**src/design/chbd_pkg.sv**
```systemverilog
// shared types and constants for the canonical huffman bit decoder
// no dependencies; used by canonical_huffman_bit_decoder
`timescale 1ns / 1ps

package chbd_pkg;

  // fixed field widths
  localparam int LEN_W = 6;   // code length fields
  localparam int VAL_W = 32;  // partial code value and first codes
  localparam int SYM_W = 16;  // symbol index

  // default sizes
  localparam int MAX_CODE_LEN_DEF = 32;
  localparam int MAX_SYMBOLS_DEF  = 65536;

  // input word kinds, carried on tuser
  typedef enum logic [1:0] {
    ACT_LOAD  = 2'd0,
    ACT_BUILD = 2'd1,
    ACT_BIT   = 2'd2,
    ACT_END   = 2'd3
  } action_t;

  // output status, carried on tuser
  localparam logic STAT_SYMBOL = 1'b0;
  localparam logic STAT_ENDED  = 1'b1;

  // sequencer states
  typedef enum logic [2:0] {
    ST_IDLE,
    ST_LOAD,
    ST_BSUM,
    ST_BFIRST,
    ST_CMP,
    ST_INDEX,
    ST_EMIT
  } state_t;

endpackage

```
**src/design/canonical_huffman_bit_decoder.sv**
```systemverilog
// canonical huffman decoder, bit-serial, longest codes take the smallest values
// depends on chbd_pkg
`timescale 1ns / 1ps

// Usage:
//   in channel (in_tvalid/in_tready/in_tdata/in_tuser) carries one word per
//   command; in_tuser selects load length, build tables, one coded bit or end.
//   Load words, longest code first, count symbols per length; a build word
//   walks the lengths and forms the first-code and longer-symbol tables.
//   Bit words extend the partial code; a completed code gives one out word
//   with the symbol index and code length, status 0. An end word drops any
//   partial code and gives one out word with status 1.
// Steps from acceptance until in_tready is high again: load the load state
//   (none when the length is dropped); build none when the greatest length
//   is below 2, else a sum and a first-code state for each shorter length;
//   bit the compare state, then index and emit when a symbol completes;
//   end the emit state. All arithmetic goes through one 33-bit add/subtract
//   unit under the sequencer, one operation a cycle.
// Results sit in an output register; when it is full and out_tready is low
//   the sequencer waits in its emit state until the register is free, then
//   takes input again. out_tvalid rises from the emit state, reached through
//   the compare and index states for a completing bit and directly for an end word.
// Reset clears all counts, the greatest length and the partial code; tables
//   read as zero until the first build.
module canonical_huffman_bit_decoder #(
  parameter int MAX_CODE_LEN = chbd_pkg::MAX_CODE_LEN_DEF,
  parameter int MAX_SYMBOLS  = chbd_pkg::MAX_SYMBOLS_DEF
) (
  input  logic        clk,
  input  logic        rst_n,
  input  logic        in_tvalid,
  output logic        in_tready,
  input  logic [7:0]  in_tdata,   // [5:0] code_length, [6] coded_bit, [7] zero
  input  logic [1:0]  in_tuser,   // [1:0] action
  output logic        out_tvalid,
  input  logic        out_tready,
  output logic [23:0] out_tdata,  // [15:0] symbol_index, [21:16] decoded_length
  output logic [0:0]  out_tuser   // [0] status
);

  localparam int IDX_W = (MAX_CODE_LEN > 1) ? $clog2(MAX_CODE_LEN) : 1;
  localparam int CNT_W = $clog2(MAX_SYMBOLS + 1);
  localparam int LEN_W = chbd_pkg::LEN_W;
  localparam int VAL_W = chbd_pkg::VAL_W;
  localparam int SYM_W = chbd_pkg::SYM_W;

  chbd_pkg::state_t state_r, state_nxt;

  // per-length tables, entry i belongs to code length i+1
  logic [CNT_W-1:0] count_r  [MAX_CODE_LEN];
  logic [VAL_W-1:0] first_r  [MAX_CODE_LEN];
  logic [CNT_W-1:0] longer_r [MAX_CODE_LEN];

  logic [LEN_W-1:0] greatest_r;
  logic [LEN_W-1:0] built_g_r;   // greatest length at last build, masks stale entries
  logic [CNT_W-1:0] total_r;
  logic [CNT_W-1:0] sum_r;
  logic [VAL_W-1:0] fprev_r;     // first code of the length being walked
  logic [VAL_W-1:0] diff_r;
  logic [IDX_W-1:0] idx_r;
  logic [VAL_W-1:0] pv_r;
  logic [LEN_W-1:0] plen_r;

  logic [SYM_W-1:0] res_idx_r;
  logic [LEN_W-1:0] res_len_r;
  logic             res_stat_r;

  logic             out_valid_r;
  logic [23:0]      out_data_r;
  logic             out_user_r;

  // input word decode
  chbd_pkg::action_t in_act;
  logic [LEN_W-1:0]  in_len;
  logic              in_bit;
  logic              in_fire;
  logic              load_ok;

  assign in_act  = chbd_pkg::action_t'(in_tuser);
  assign in_len  = in_tdata[LEN_W-1:0];
  assign in_bit  = in_tdata[LEN_W];
  assign in_fire = in_tvalid && in_tready;
  assign load_ok = (in_len != '0) && (in_len <= LEN_W'(MAX_CODE_LEN)) &&
                   (total_r < CNT_W'(MAX_SYMBOLS));

  // table reads
  logic [IDX_W-1:0] tidx;
  logic             tbl_zero;
  logic [VAL_W-1:0] first_rd;
  logic [CNT_W-1:0] longer_rd;
  logic [CNT_W-1:0] count_rd;
  logic             plen_full;

  assign tidx      = IDX_W'(plen_r - LEN_W'(1));
  assign tbl_zero  = (plen_r >= built_g_r);
  assign first_rd  = tbl_zero ? '0 : first_r[tidx];
  assign longer_rd = tbl_zero ? '0 : longer_r[tidx];
  assign count_rd  = count_r[idx_r];
  assign plen_full = (plen_r == LEN_W'(MAX_CODE_LEN));

  // shared add/subtract unit
  logic [VAL_W-1:0] alu_a, alu_b;
  logic             alu_sub;
  logic [VAL_W:0]   alu_y;

  assign alu_y = alu_sub ? ({1'b0, alu_a} - {1'b0, alu_b})
                         : ({1'b0, alu_a} + {1'b0, alu_b});

  logic out_free;
  assign out_free = !out_valid_r || out_tready;

  // next state
  always_comb begin
    state_nxt = state_r;
    case (state_r)
      chbd_pkg::ST_IDLE: begin
        if (in_fire) begin
          case (in_act)
            chbd_pkg::ACT_LOAD:  state_nxt = load_ok ? chbd_pkg::ST_LOAD : chbd_pkg::ST_IDLE;
            chbd_pkg::ACT_BUILD: state_nxt = (greatest_r > LEN_W'(1)) ? chbd_pkg::ST_BSUM
                                                                       : chbd_pkg::ST_IDLE;
            chbd_pkg::ACT_BIT:   state_nxt = chbd_pkg::ST_CMP;
            chbd_pkg::ACT_END:   state_nxt = chbd_pkg::ST_EMIT;
            default:             state_nxt = chbd_pkg::ST_IDLE;
          endcase
        end
      end
      chbd_pkg::ST_LOAD:   state_nxt = chbd_pkg::ST_IDLE;
      chbd_pkg::ST_BSUM:   state_nxt = chbd_pkg::ST_BFIRST;
      chbd_pkg::ST_BFIRST: state_nxt = (idx_r == IDX_W'(1)) ? chbd_pkg::ST_IDLE
                                                            : chbd_pkg::ST_BSUM;
      chbd_pkg::ST_CMP:    state_nxt = (!alu_y[VAL_W] || plen_full) ? chbd_pkg::ST_INDEX
                                                                    : chbd_pkg::ST_IDLE;
      chbd_pkg::ST_INDEX:  state_nxt = chbd_pkg::ST_EMIT;
      chbd_pkg::ST_EMIT:   state_nxt = out_free ? chbd_pkg::ST_IDLE : chbd_pkg::ST_EMIT;
      default:             state_nxt = chbd_pkg::ST_IDLE;
    endcase
  end

  // outputs of the sequencer: ready and operand selection
  always_comb begin
    in_tready = 1'b0;
    alu_a     = '0;
    alu_b     = '0;
    alu_sub   = 1'b0;
    case (state_r)
      chbd_pkg::ST_IDLE:   in_tready = 1'b1;
      chbd_pkg::ST_LOAD: begin
        alu_a = VAL_W'(count_rd);
        alu_b = VAL_W'(1);
      end
      chbd_pkg::ST_BSUM: begin
        alu_a = VAL_W'(sum_r);
        alu_b = VAL_W'(count_rd);
      end
      chbd_pkg::ST_BFIRST: begin
        alu_a = fprev_r;
        alu_b = VAL_W'(count_rd);
      end
      chbd_pkg::ST_CMP: begin
        // borrow out means the value is below the first code
        alu_a   = pv_r;
        alu_b   = first_rd;
        alu_sub = 1'b1;
      end
      chbd_pkg::ST_INDEX: begin
        alu_a = VAL_W'(longer_rd);
        alu_b = diff_r;
      end
      default: ;
    endcase
  end

  // control and counts
  always_ff @(posedge clk) begin
    if (!rst_n) begin
      state_r     <= chbd_pkg::ST_IDLE;
      out_valid_r <= 1'b0;
      greatest_r  <= '0;
      built_g_r   <= '0;
      total_r     <= '0;
      pv_r        <= '0;
      plen_r      <= '0;
      for (int i = 0; i < MAX_CODE_LEN; i++) begin
        count_r[i] <= '0;
      end
    end else begin
      state_r <= state_nxt;

      if (state_r == chbd_pkg::ST_EMIT && out_free) begin
        out_valid_r <= 1'b1;
      end else if (out_tready) begin
        out_valid_r <= 1'b0;
      end

      case (state_r)
        chbd_pkg::ST_IDLE: begin
          if (in_fire) begin
            case (in_act)
              chbd_pkg::ACT_LOAD: begin
                if (load_ok) begin
                  total_r <= total_r + CNT_W'(1);
                  if (in_len > greatest_r) begin
                    greatest_r <= in_len;
                  end
                end
              end
              chbd_pkg::ACT_BUILD: begin
                pv_r      <= '0;
                plen_r    <= '0;
                built_g_r <= greatest_r;
              end
              chbd_pkg::ACT_BIT: begin
                pv_r <= {pv_r[VAL_W-2:0], in_bit};
                if (!plen_full) begin
                  plen_r <= plen_r + LEN_W'(1);
                end
              end
              chbd_pkg::ACT_END: begin
                pv_r   <= '0;
                plen_r <= '0;
              end
              default: ;
            endcase
          end
        end
        chbd_pkg::ST_LOAD:  count_r[idx_r] <= alu_y[CNT_W-1:0];
        chbd_pkg::ST_INDEX: begin
          pv_r   <= '0;
          plen_r <= '0;
        end
        default: ;
      endcase
    end
  end

  // datapath registers, no reset needed
  always_ff @(posedge clk) begin
    case (state_r)
      chbd_pkg::ST_IDLE: begin
        if (in_fire) begin
          case (in_act)
            chbd_pkg::ACT_LOAD:  idx_r <= IDX_W'(in_len - LEN_W'(1));
            chbd_pkg::ACT_BUILD: begin
              // walk starts at the greatest length, its first code is zero
              idx_r   <= IDX_W'(greatest_r - LEN_W'(1));
              sum_r   <= '0;
              fprev_r <= '0;
            end
            chbd_pkg::ACT_END: begin
              res_idx_r  <= '0;
              res_len_r  <= '0;
              res_stat_r <= chbd_pkg::STAT_ENDED;
            end
            default: ;
          endcase
        end
      end
      chbd_pkg::ST_BSUM: begin
        sum_r                         <= alu_y[CNT_W-1:0];
        longer_r[IDX_W'(idx_r - 1'b1)] <= alu_y[CNT_W-1:0];
      end
      chbd_pkg::ST_BFIRST: begin
        // halve the sum to step one length shorter
        first_r[IDX_W'(idx_r - 1'b1)] <= alu_y[VAL_W:1];
        fprev_r                       <= alu_y[VAL_W:1];
        idx_r                         <= IDX_W'(idx_r - 1'b1);
      end
      chbd_pkg::ST_CMP:   diff_r <= alu_y[VAL_W-1:0];
      chbd_pkg::ST_INDEX: begin
        res_idx_r  <= alu_y[SYM_W-1:0];
        res_len_r  <= plen_r;
        res_stat_r <= chbd_pkg::STAT_SYMBOL;
      end
      chbd_pkg::ST_EMIT: begin
        if (out_free) begin
          out_data_r <= {2'b00, res_len_r, res_idx_r};
          out_user_r <= res_stat_r;
        end
      end
      default: ;
    endcase
  end

  assign out_tvalid   = out_valid_r;
  assign out_tdata    = out_data_r;
  assign out_tuser[0] = out_user_r;

endmodule

```
**config.mk**
```make
export PLATFORM = sky130hd
export DESIGN_NAME = canonical_huffman_bit_decoder
export DESIGN_NICKNAME = d
export VERILOG_FILES = /design/src/design/chbd_pkg.sv /design/src/design/canonical_huffman_bit_decoder.sv
export SDC_FILE = /design/constraint.sdc
export NUM_CORES = 2
export LEC_CHECK = 0
export BUFFER_PORTS_ARGS = -buffer_cell sky130_fd_sc_hd__buf_2
export CORE_MARGIN = 4
export CORE_UTILIZATION = 65
export CTS_CLUSTER_DIAMETER = 40
export DETAILED_ROUTE_END_ITERATION = 8
export PLACE_DENSITY_LB_ADDON = 0.3
export REMOVE_ABC_BUFFERS = 1
export SLEW_MARGIN = 20
export SYNTH_ARGS = -nofsm -noshare
export SYNTH_HDL_FRONTEND = slang
export SYNTH_SLANG_ARGS = --single-unit
```
**constraint.sdc**
```tcl
create_clock -name clk -period 19.6 [get_ports clk]
set_input_delay 0.98 -clock clk [delete_from_list [all_inputs] [get_ports clk]]
set_output_delay 0.98 -clock clk [all_outputs]
set_load 0.005 [all_outputs]
```
After elaboration in Yosys (flattened, before gate mapping) --
Memory sizes are Yosys's and may differ from the RTL's. A register that Yosys moved wholly into a read port is not among the register bits. Index checks and enable logic that the tools add are counted.
Cells by class: add/subtract/negate cells 8, $lt $le $gt $ge 5, equality and inequality tests 17, mux-type cells 54, reductions and logical operators 28
Operators with widths (count):
- one-hot mux 32 bit (2 select lines) | 3
- one-hot mux 32 bit (5 select lines) | 1
- 2-to-1 mux 32 bit | 4
- one-hot mux 32 bit (4 select lines) | 1
- 2-to-1 mux 17 bit | 4
- one-hot mux 6 bit (2 select lines) | 3
- one-hot mux 17 bit (2 select lines) | 1
- adder 32 x 32 -> 33 bit | 1
- 2-to-1 mux 33 bit | 1
- subtractor 32 x 32 -> 33 bit | 1
- 2-to-1 mux 16 bit | 2
- one-hot mux 16 bit (2 select lines) | 1
- 2-to-1 mux 6 bit | 4
- one-hot mux 5 bit (2 select lines) | 2
- subtractor 5 x 1 -> 5 bit, second input constant | 4
- one-hot mux 3 bit (6 select lines) | 1
- AND reduction 3 bit | 6
- adder 17 x 1 -> 17 bit, second input constant | 1
- less-than comparator 17 bit, second input constant | 1
- OR reduction 17 bit | 1
- 2-to-1 mux 1 bit | 16
- 2-to-1 mux 5 bit | 3
- one-hot mux 3 bit (4 select lines) | 1
- equality test 3 bit, second input constant | 3
- other kinds (30) | 46
Word-level totals: register bits after elaboration 203, RAM bits 2112, bits of input ports 14, word-level logic and storage cells 131, memories kept 3
Memory list:
- first_r | words 32, width 32, rd ports 1, clocked after Yosys merged registers in 0, wr ports 1, line canonical_huffman_bit_decoder.sv:51 | logic [VAL_W-1:0] first_r [MAX_CODE_LEN];
- count_r | words 32, width 17, rd ports 1, clocked after Yosys merged registers in 1, wr ports 32, line canonical_huffman_bit_decoder.sv:50 | logic [CNT_W-1:0] count_r [MAX_CODE_LEN];
- longer_r | words 32, width 17, rd ports 1, clocked after Yosys merged registers in 0, wr ports 1, line canonical_huffman_bit_decoder.sv:52 | logic [CNT_W-1:0] longer_r [MAX_CODE_LEN];

Longest topological paths before layout --
An unclocked memory read counts as a cell.
depth after elaboration 10, depth in mapped cells 42

Least setup slack after synthesis --
OpenSTA, ideal clock, no wires.
kind register -> register, from reg plen_r[0], to mem first_r[0][31] (data pin), library setup time 387 ps, arrival time 9904 ps, data required time 19213 ps, slack 9309 ps, stages on the path, launching flop included 39, path buffers 14, path through dfxtp_1 -> buf_6 -> buf_6 -> buf_6 -> buf_4 -> buf_4 -> buf_2 -> buf_4 -> buf_2 -> buf_2 -> buf_2 -> inv_1 -> ha_1 -> clkbuf_1 -> buf_1 -> buf_1 -> clkbuf_1 -> mux4_2 -> [... 3 more ...] -> ha_1 -> o31a_1 -> and4_1 -> nand3_1 -> or3b_4 -> o21ai_0 -> xor2_1 -> ha_1 -> nand2_1 -> nor2_1 -> and2_1 -> a221o_1 -> a21oi_1 -> o21ai_0 -> a211oi_1 -> o21ai_0 -> a311o_1 -> xnor2_1
On the way: longest elaborated chain between the ends 6, elaborated cells on any way between the ends 11
RTL lines:
- from (decl) | line canonical_huffman_bit_decoder.sv:62 | logic [LEN_W-1:0] plen_r;
- from (signal assigned) | line canonical_huffman_bit_decoder.sv:216 | plen_r <= plen_r + LEN_W'(1);
- subtractor 5 x 1 -> 5 bit | line canonical_huffman_bit_decoder.sv:94 | assign tidx = IDX_W'(plen_r - LEN_W'(1));
- memory (32 x 17 bit) / memory (32 x 32 bit) (equally long branches)
- 2-to-1 mux 17 bit / 2-to-1 mux 32 bit (equally long branches) | line canonical_huffman_bit_decoder.sv:97, canonical_huffman_bit_decoder.sv:96
- one-hot mux 32 bit (5 select lines) / one-hot mux 32 bit (4 select lines) (equally long branches) | line canonical_huffman_bit_decoder.sv:146 | case (state_r)
- adder 32 x 32 -> 33 bit / subtractor 32 x 32 -> 33 bit (equally long branches) | line canonical_huffman_bit_decoder.sv:107, canonical_huffman_bit_decoder.sv:106
- 2-to-1 mux 33 bit * | line canonical_huffman_bit_decoder.sv:106 | assign alu_y = alu_sub ? ({1'b0, alu_a} - {1'b0, alu_b})
- via alu_y[32] | line canonical_huffman_bit_decoder.sv:104 | logic [VAL_W:0] alu_y;
- to (decl) | line canonical_huffman_bit_decoder.sv:51
Mark *: on every way through the listed nets, which the timed path passes. The rest lies on a longest branch.

Worst setup path after layout --
from reg plen_r[0], to reg fprev_r[25] (data pin)
On the way: longest elaborated chain between the ends 7, elaborated cells on any way between the ends 12
RTL lines:
- subtractor 5 x 1 -> 5 bit | line canonical_huffman_bit_decoder.sv:94
- memory (32 x 17 bit) / memory (32 x 32 bit) (equally long branches)
- 2-to-1 mux 17 bit / 2-to-1 mux 32 bit (equally long branches) | line canonical_huffman_bit_decoder.sv:97, canonical_huffman_bit_decoder.sv:96
- one-hot mux 32 bit (5 select lines) / one-hot mux 32 bit (4 select lines) (equally long branches) | line canonical_huffman_bit_decoder.sv:146
- adder 32 x 32 -> 33 bit / subtractor 32 x 32 -> 33 bit (equally long branches) | line canonical_huffman_bit_decoder.sv:107, canonical_huffman_bit_decoder.sv:106
- 2-to-1 mux 33 bit * | line canonical_huffman_bit_decoder.sv:106
- via alu_y[26] | line canonical_huffman_bit_decoder.sv:104
- one-hot mux 32 bit (2 select lines) * | line canonical_huffman_bit_decoder.sv:239 | case (state_r)
- to (signal assigned) | line canonical_huffman_bit_decoder.sv:266 | fprev_r <= alu_y[VAL_W:1];
- to (decl) | line canonical_huffman_bit_decoder.sv:58 | logic [VAL_W-1:0] fprev_r;
Marks and branches as above. A chain may end at the register's enable or synchronous reset.

==> metrics.md <==
| Metric | Value |
|---|---|
| WL/cell | roughly 34 microns |
| Highest Clock Rate | 97.4 MHz |
| Setup TNS Final | 0 ns |
| Final hold vios | 0 |
| Synth Area in Compound Gates | 0.0238 |
| LEAKAGE | 35.7 nW |
| Via count | 53.3k |
| Synth warn | 0 |
| Peak VDD IR | 0.189 mV |
| Number of port buffers | 37 |
| R2R depth | 24 |
| Place WS | ~9.3 ns |
| Fill cells | 7763 |
| I/O Pins | 41 |
| Top Family by Delay on Critical Path | simple AND/OR/NAND/NOR gates |
| Fin Clk Skew | 0.0682 ns |
| Max Cap Viol | 0 |
| Pwr Density | 134 mW/mm^2 |
| Post-Layout Cell Count | 7575 |
| Core ar. | 0.146 sq mm |
| Crit-path cells | inv_1 > ha_4 > buf_12 > mux4_2 > mux2i_1 > mux2i_1 > a221oi_1 > nand2_1 > or4_1 > or3b_4 > o21ai_0 > xor2_1 > ha_1 > nand2_1 > nor2_1 > and2_1 > a221o_1 > a21oi_1 > o21ai_0 > a211oi_1 > o21bai_1 > and4_1 > or4_2 > and2_1 |
| Syn-to-layout area delta | 12.8% |
| Largest net degree at the start of global routing | about 160 |
| RSZ-0062 raised after global routing | no |
| Starting density of the core | 0.653 |
| Std-Cell Rows | 140 |
| Clock insertion delay at the later pin of the skew report | between 0.9 and 1 ns |
| Tcrit/Tclk final | 0.524 |
| Worst-margin pin slew | approximately 1.2 ns |
| Min-Delay Path Class | flip-flop to flip-flop |
| DRT iter0 DRCs | 8749 |
| Post-synth top area share | 0.708 |
| Die Wd | 391 microns |
| Critical path depth | 24 |
| Fraction of the mapped netlist area in simple logic gates | 0.0617 |
| Post-DP HPWL | 134000 microns |
| Most frequent cells in the layout | edfxtp_1, nor2_1, mux4_2, nand2_1, clkbuf_16 |
| H-tree levels | 5 |
| Buffers from clock root to sink, at most | 4 |
| Total power | approximately 14 mW |
| CTS Sinks | 2320 |
| Synth area leader | edfxtp_1 |
| Design Area, Final | 0.107 sq mm |
| Worst Setup End Kind | flip-flop |
| CTS root buf | clkbuf_16 |
| Yosys reg bits | 2320 |
| All-Layer GR Usage | 0.345 |
| Post-Syn Area per Cell | 17.9 sq um |
| Final setup fails | 0 |
| DRC viols | 0 |
| Number of global-route vias before repair | 54.2k |
| Total grt overflow | 0 |
| Wirelength, routed | 258000 microns |
| Max Slew Vio Count | 0 |
| Mapped cell area | between 0.09 and 0.1 sq mm |
| Synth top area cells | edfxtp_1, mux4_2, nor2_1 |
| Fin crit period | 10.27 ns |
| Mux cell area share after synthesis | 0.156 |
| Post-cts hold buffer count | 0 |
| Share of cells above drive strength 1 | 0.246 |
| FFs w/ async S/R, synth | 0 |
| Worst path max stage delay | 1.01 ns |
| Adder-Cell Fraction of Synth Area | 0.00745 |
| CP bufs+invs | 2 |
| Hold depth | 0 |
| Slowest CP cell | or4_2 |
| DIE AREA | 0.153 sq mm |
| Nets@finish | 5536 |
| Vias per inst | between 7 and 8 |
| ANT nets after route | 0 |
| EDFF count, synth | 2244 |
| Router iterations before antenna repair | 9 |
| CTS tree | built |
| First-pass GRT wire length | 375000 microns |
| Worst Hold Slack | 0.405 ns |
| Largest family of logic cells by synthesized area | multiplexers |
| Final design utilization | 0.737 |
| Crit path DAT | 10.87 ns |
| Distinct cells, synth | 77 |
| Synth Flop Type | edfxtp_1 |
| Setup ws final | 9.33 ns |
| Initial antenna violation count | 6 |
| Sequential fraction of the synthesis area | 0.724 |
| Die Y-Extent | 391 microns |
| Area post-placement | a little under 0.1 sq mm |
| Gpl congestion | 0.921 |
| Worst setup SP type | flip-flop |
| Clock-pin slew on the worst setup and hold paths | 0.06 ns |
| Placed Cells | 7106 |
| Worst EP required | 20.20 ns |
| Synth Area in XOR/XNOR | 0.00866 |
| WS Path Type | flip-flop to flip-flop |
| Num CTS Buffers | 274 |
| Leading cell type in the layout, fill and taps excluded | edfxtp_1 |
| Number of setup buffers added after CTS | 0 |
| Mapped Cells | about 5.3k |
| Max FO, Critical Path | 154 |
| Rel. slew slack | 0.216 |
| Post-CTS sizing | 0 |
| Status | completed |
## layer usage
metal  up-vias  track usage  routed length (microns)
li1      21200            -                        -
met1     26900        0.453                    84600
met5         -            0                        9
met2      4366        0.555                   127000
met3       865       0.0833                    32100
met4         2        0.160                    14400
## final timing paths
check               startpoint      endpoint  slack [ns]
hold / removal    res_idx_r[6]  out_tdata[6]        0.40
setup / recovery     plen_r[0]   fprev_r[25]        9.33
hold reg to reg   res_idx_r[6]  out_tdata[6]        0.40
setup reg to reg     plen_r[0]   fprev_r[25]        9.33
## registers in the layout, indices dropped and copies added, names as in the netlist, 22 cells and up, named ones only
name and cells:
out_tdata 22, longer_r 544, pv_r 32, first_r 1024, fprev_r 32, count_r 544
diff_r 32
## synth_stat cells, types with 6 or more instances
| library cell | count |
|---|---|
| nor2b_1 | 25 |
| buf_4 | 18 |
| xor2_1 | 32 |
| o221ai_1 | 19 |
| ha_1 | 55 |
| nor3b_1 | 6 |
| or2_2 | 6 |
| nand2b_1 | 19 |
| a21o_1 | 16 |
| edfxtp_1 | 2244 |
| o21bai_1 | 6 |
| buf_2 | 77 |
| nor3_1 | 20 |
| a31oi_1 | 7 |
| a221o_1 | 7 |
| and2_1 | 45 |
| nor2_1 | 732 |
| clkbuf_1 | 205 |
| a221oi_1 | 10 |
| a21boi_0 | 37 |
| o21ai_0 | 46 |
| a22oi_1 | 25 |
| mux2i_1 | 102 |
| buf_1 | 28 |
| nand4_1 | 13 |
| mux2_2 | 32 |
| mux4_2 | 599 |
| a21oi_1 | 71 |
| nand3_1 | 114 |
| inv_1 | 57 |
| xnor2_1 | 57 |
| a211oi_1 | 8 |
| dfxtp_1 | 76 |
| nand2_1 | 346 |
| a22o_1 | 25 |
| and3_1 | 32 |
## where the power goes
part / switching [mW] / internal (mW) / total, mW
sequential: 0.0369 / 6.44 / 6.48
combinational: 2.22 / 0.691 / 2.91
clock: 2.02 / 3.00 / 5.02
total: 4.27 / 10.1 / 14.4
## logic make-up (layout without fill, tap and decap cells)
kind of cell             Yosys count  in the layout
flip-flops                      2320           2320
AND/OR/NAND/NOR                 1384           1384
multiplexers                     733            733
buffers and inverters            391            743
AO/OA/AOI/OAI                    327            327
XOR/XNOR                          91             91
adder cells (fa/ha/maj)           56             56
other                              1              4
## layout make-up
type	instances	area, sq um	area share
well taps	1917	2400	0.0224
clock inverters	153	1660	0.0154
inverters	59	240	0.00224
clock buffers	313	7150	0.0667
flip-flops and latches	2320	68900	0.642
multi-input cells	2593	25300	0.236
repair buffers	218	1630	0.0152
diodes	2	5.00	0.0000467
Note: power is estimated with default switching activity, not from simulation.
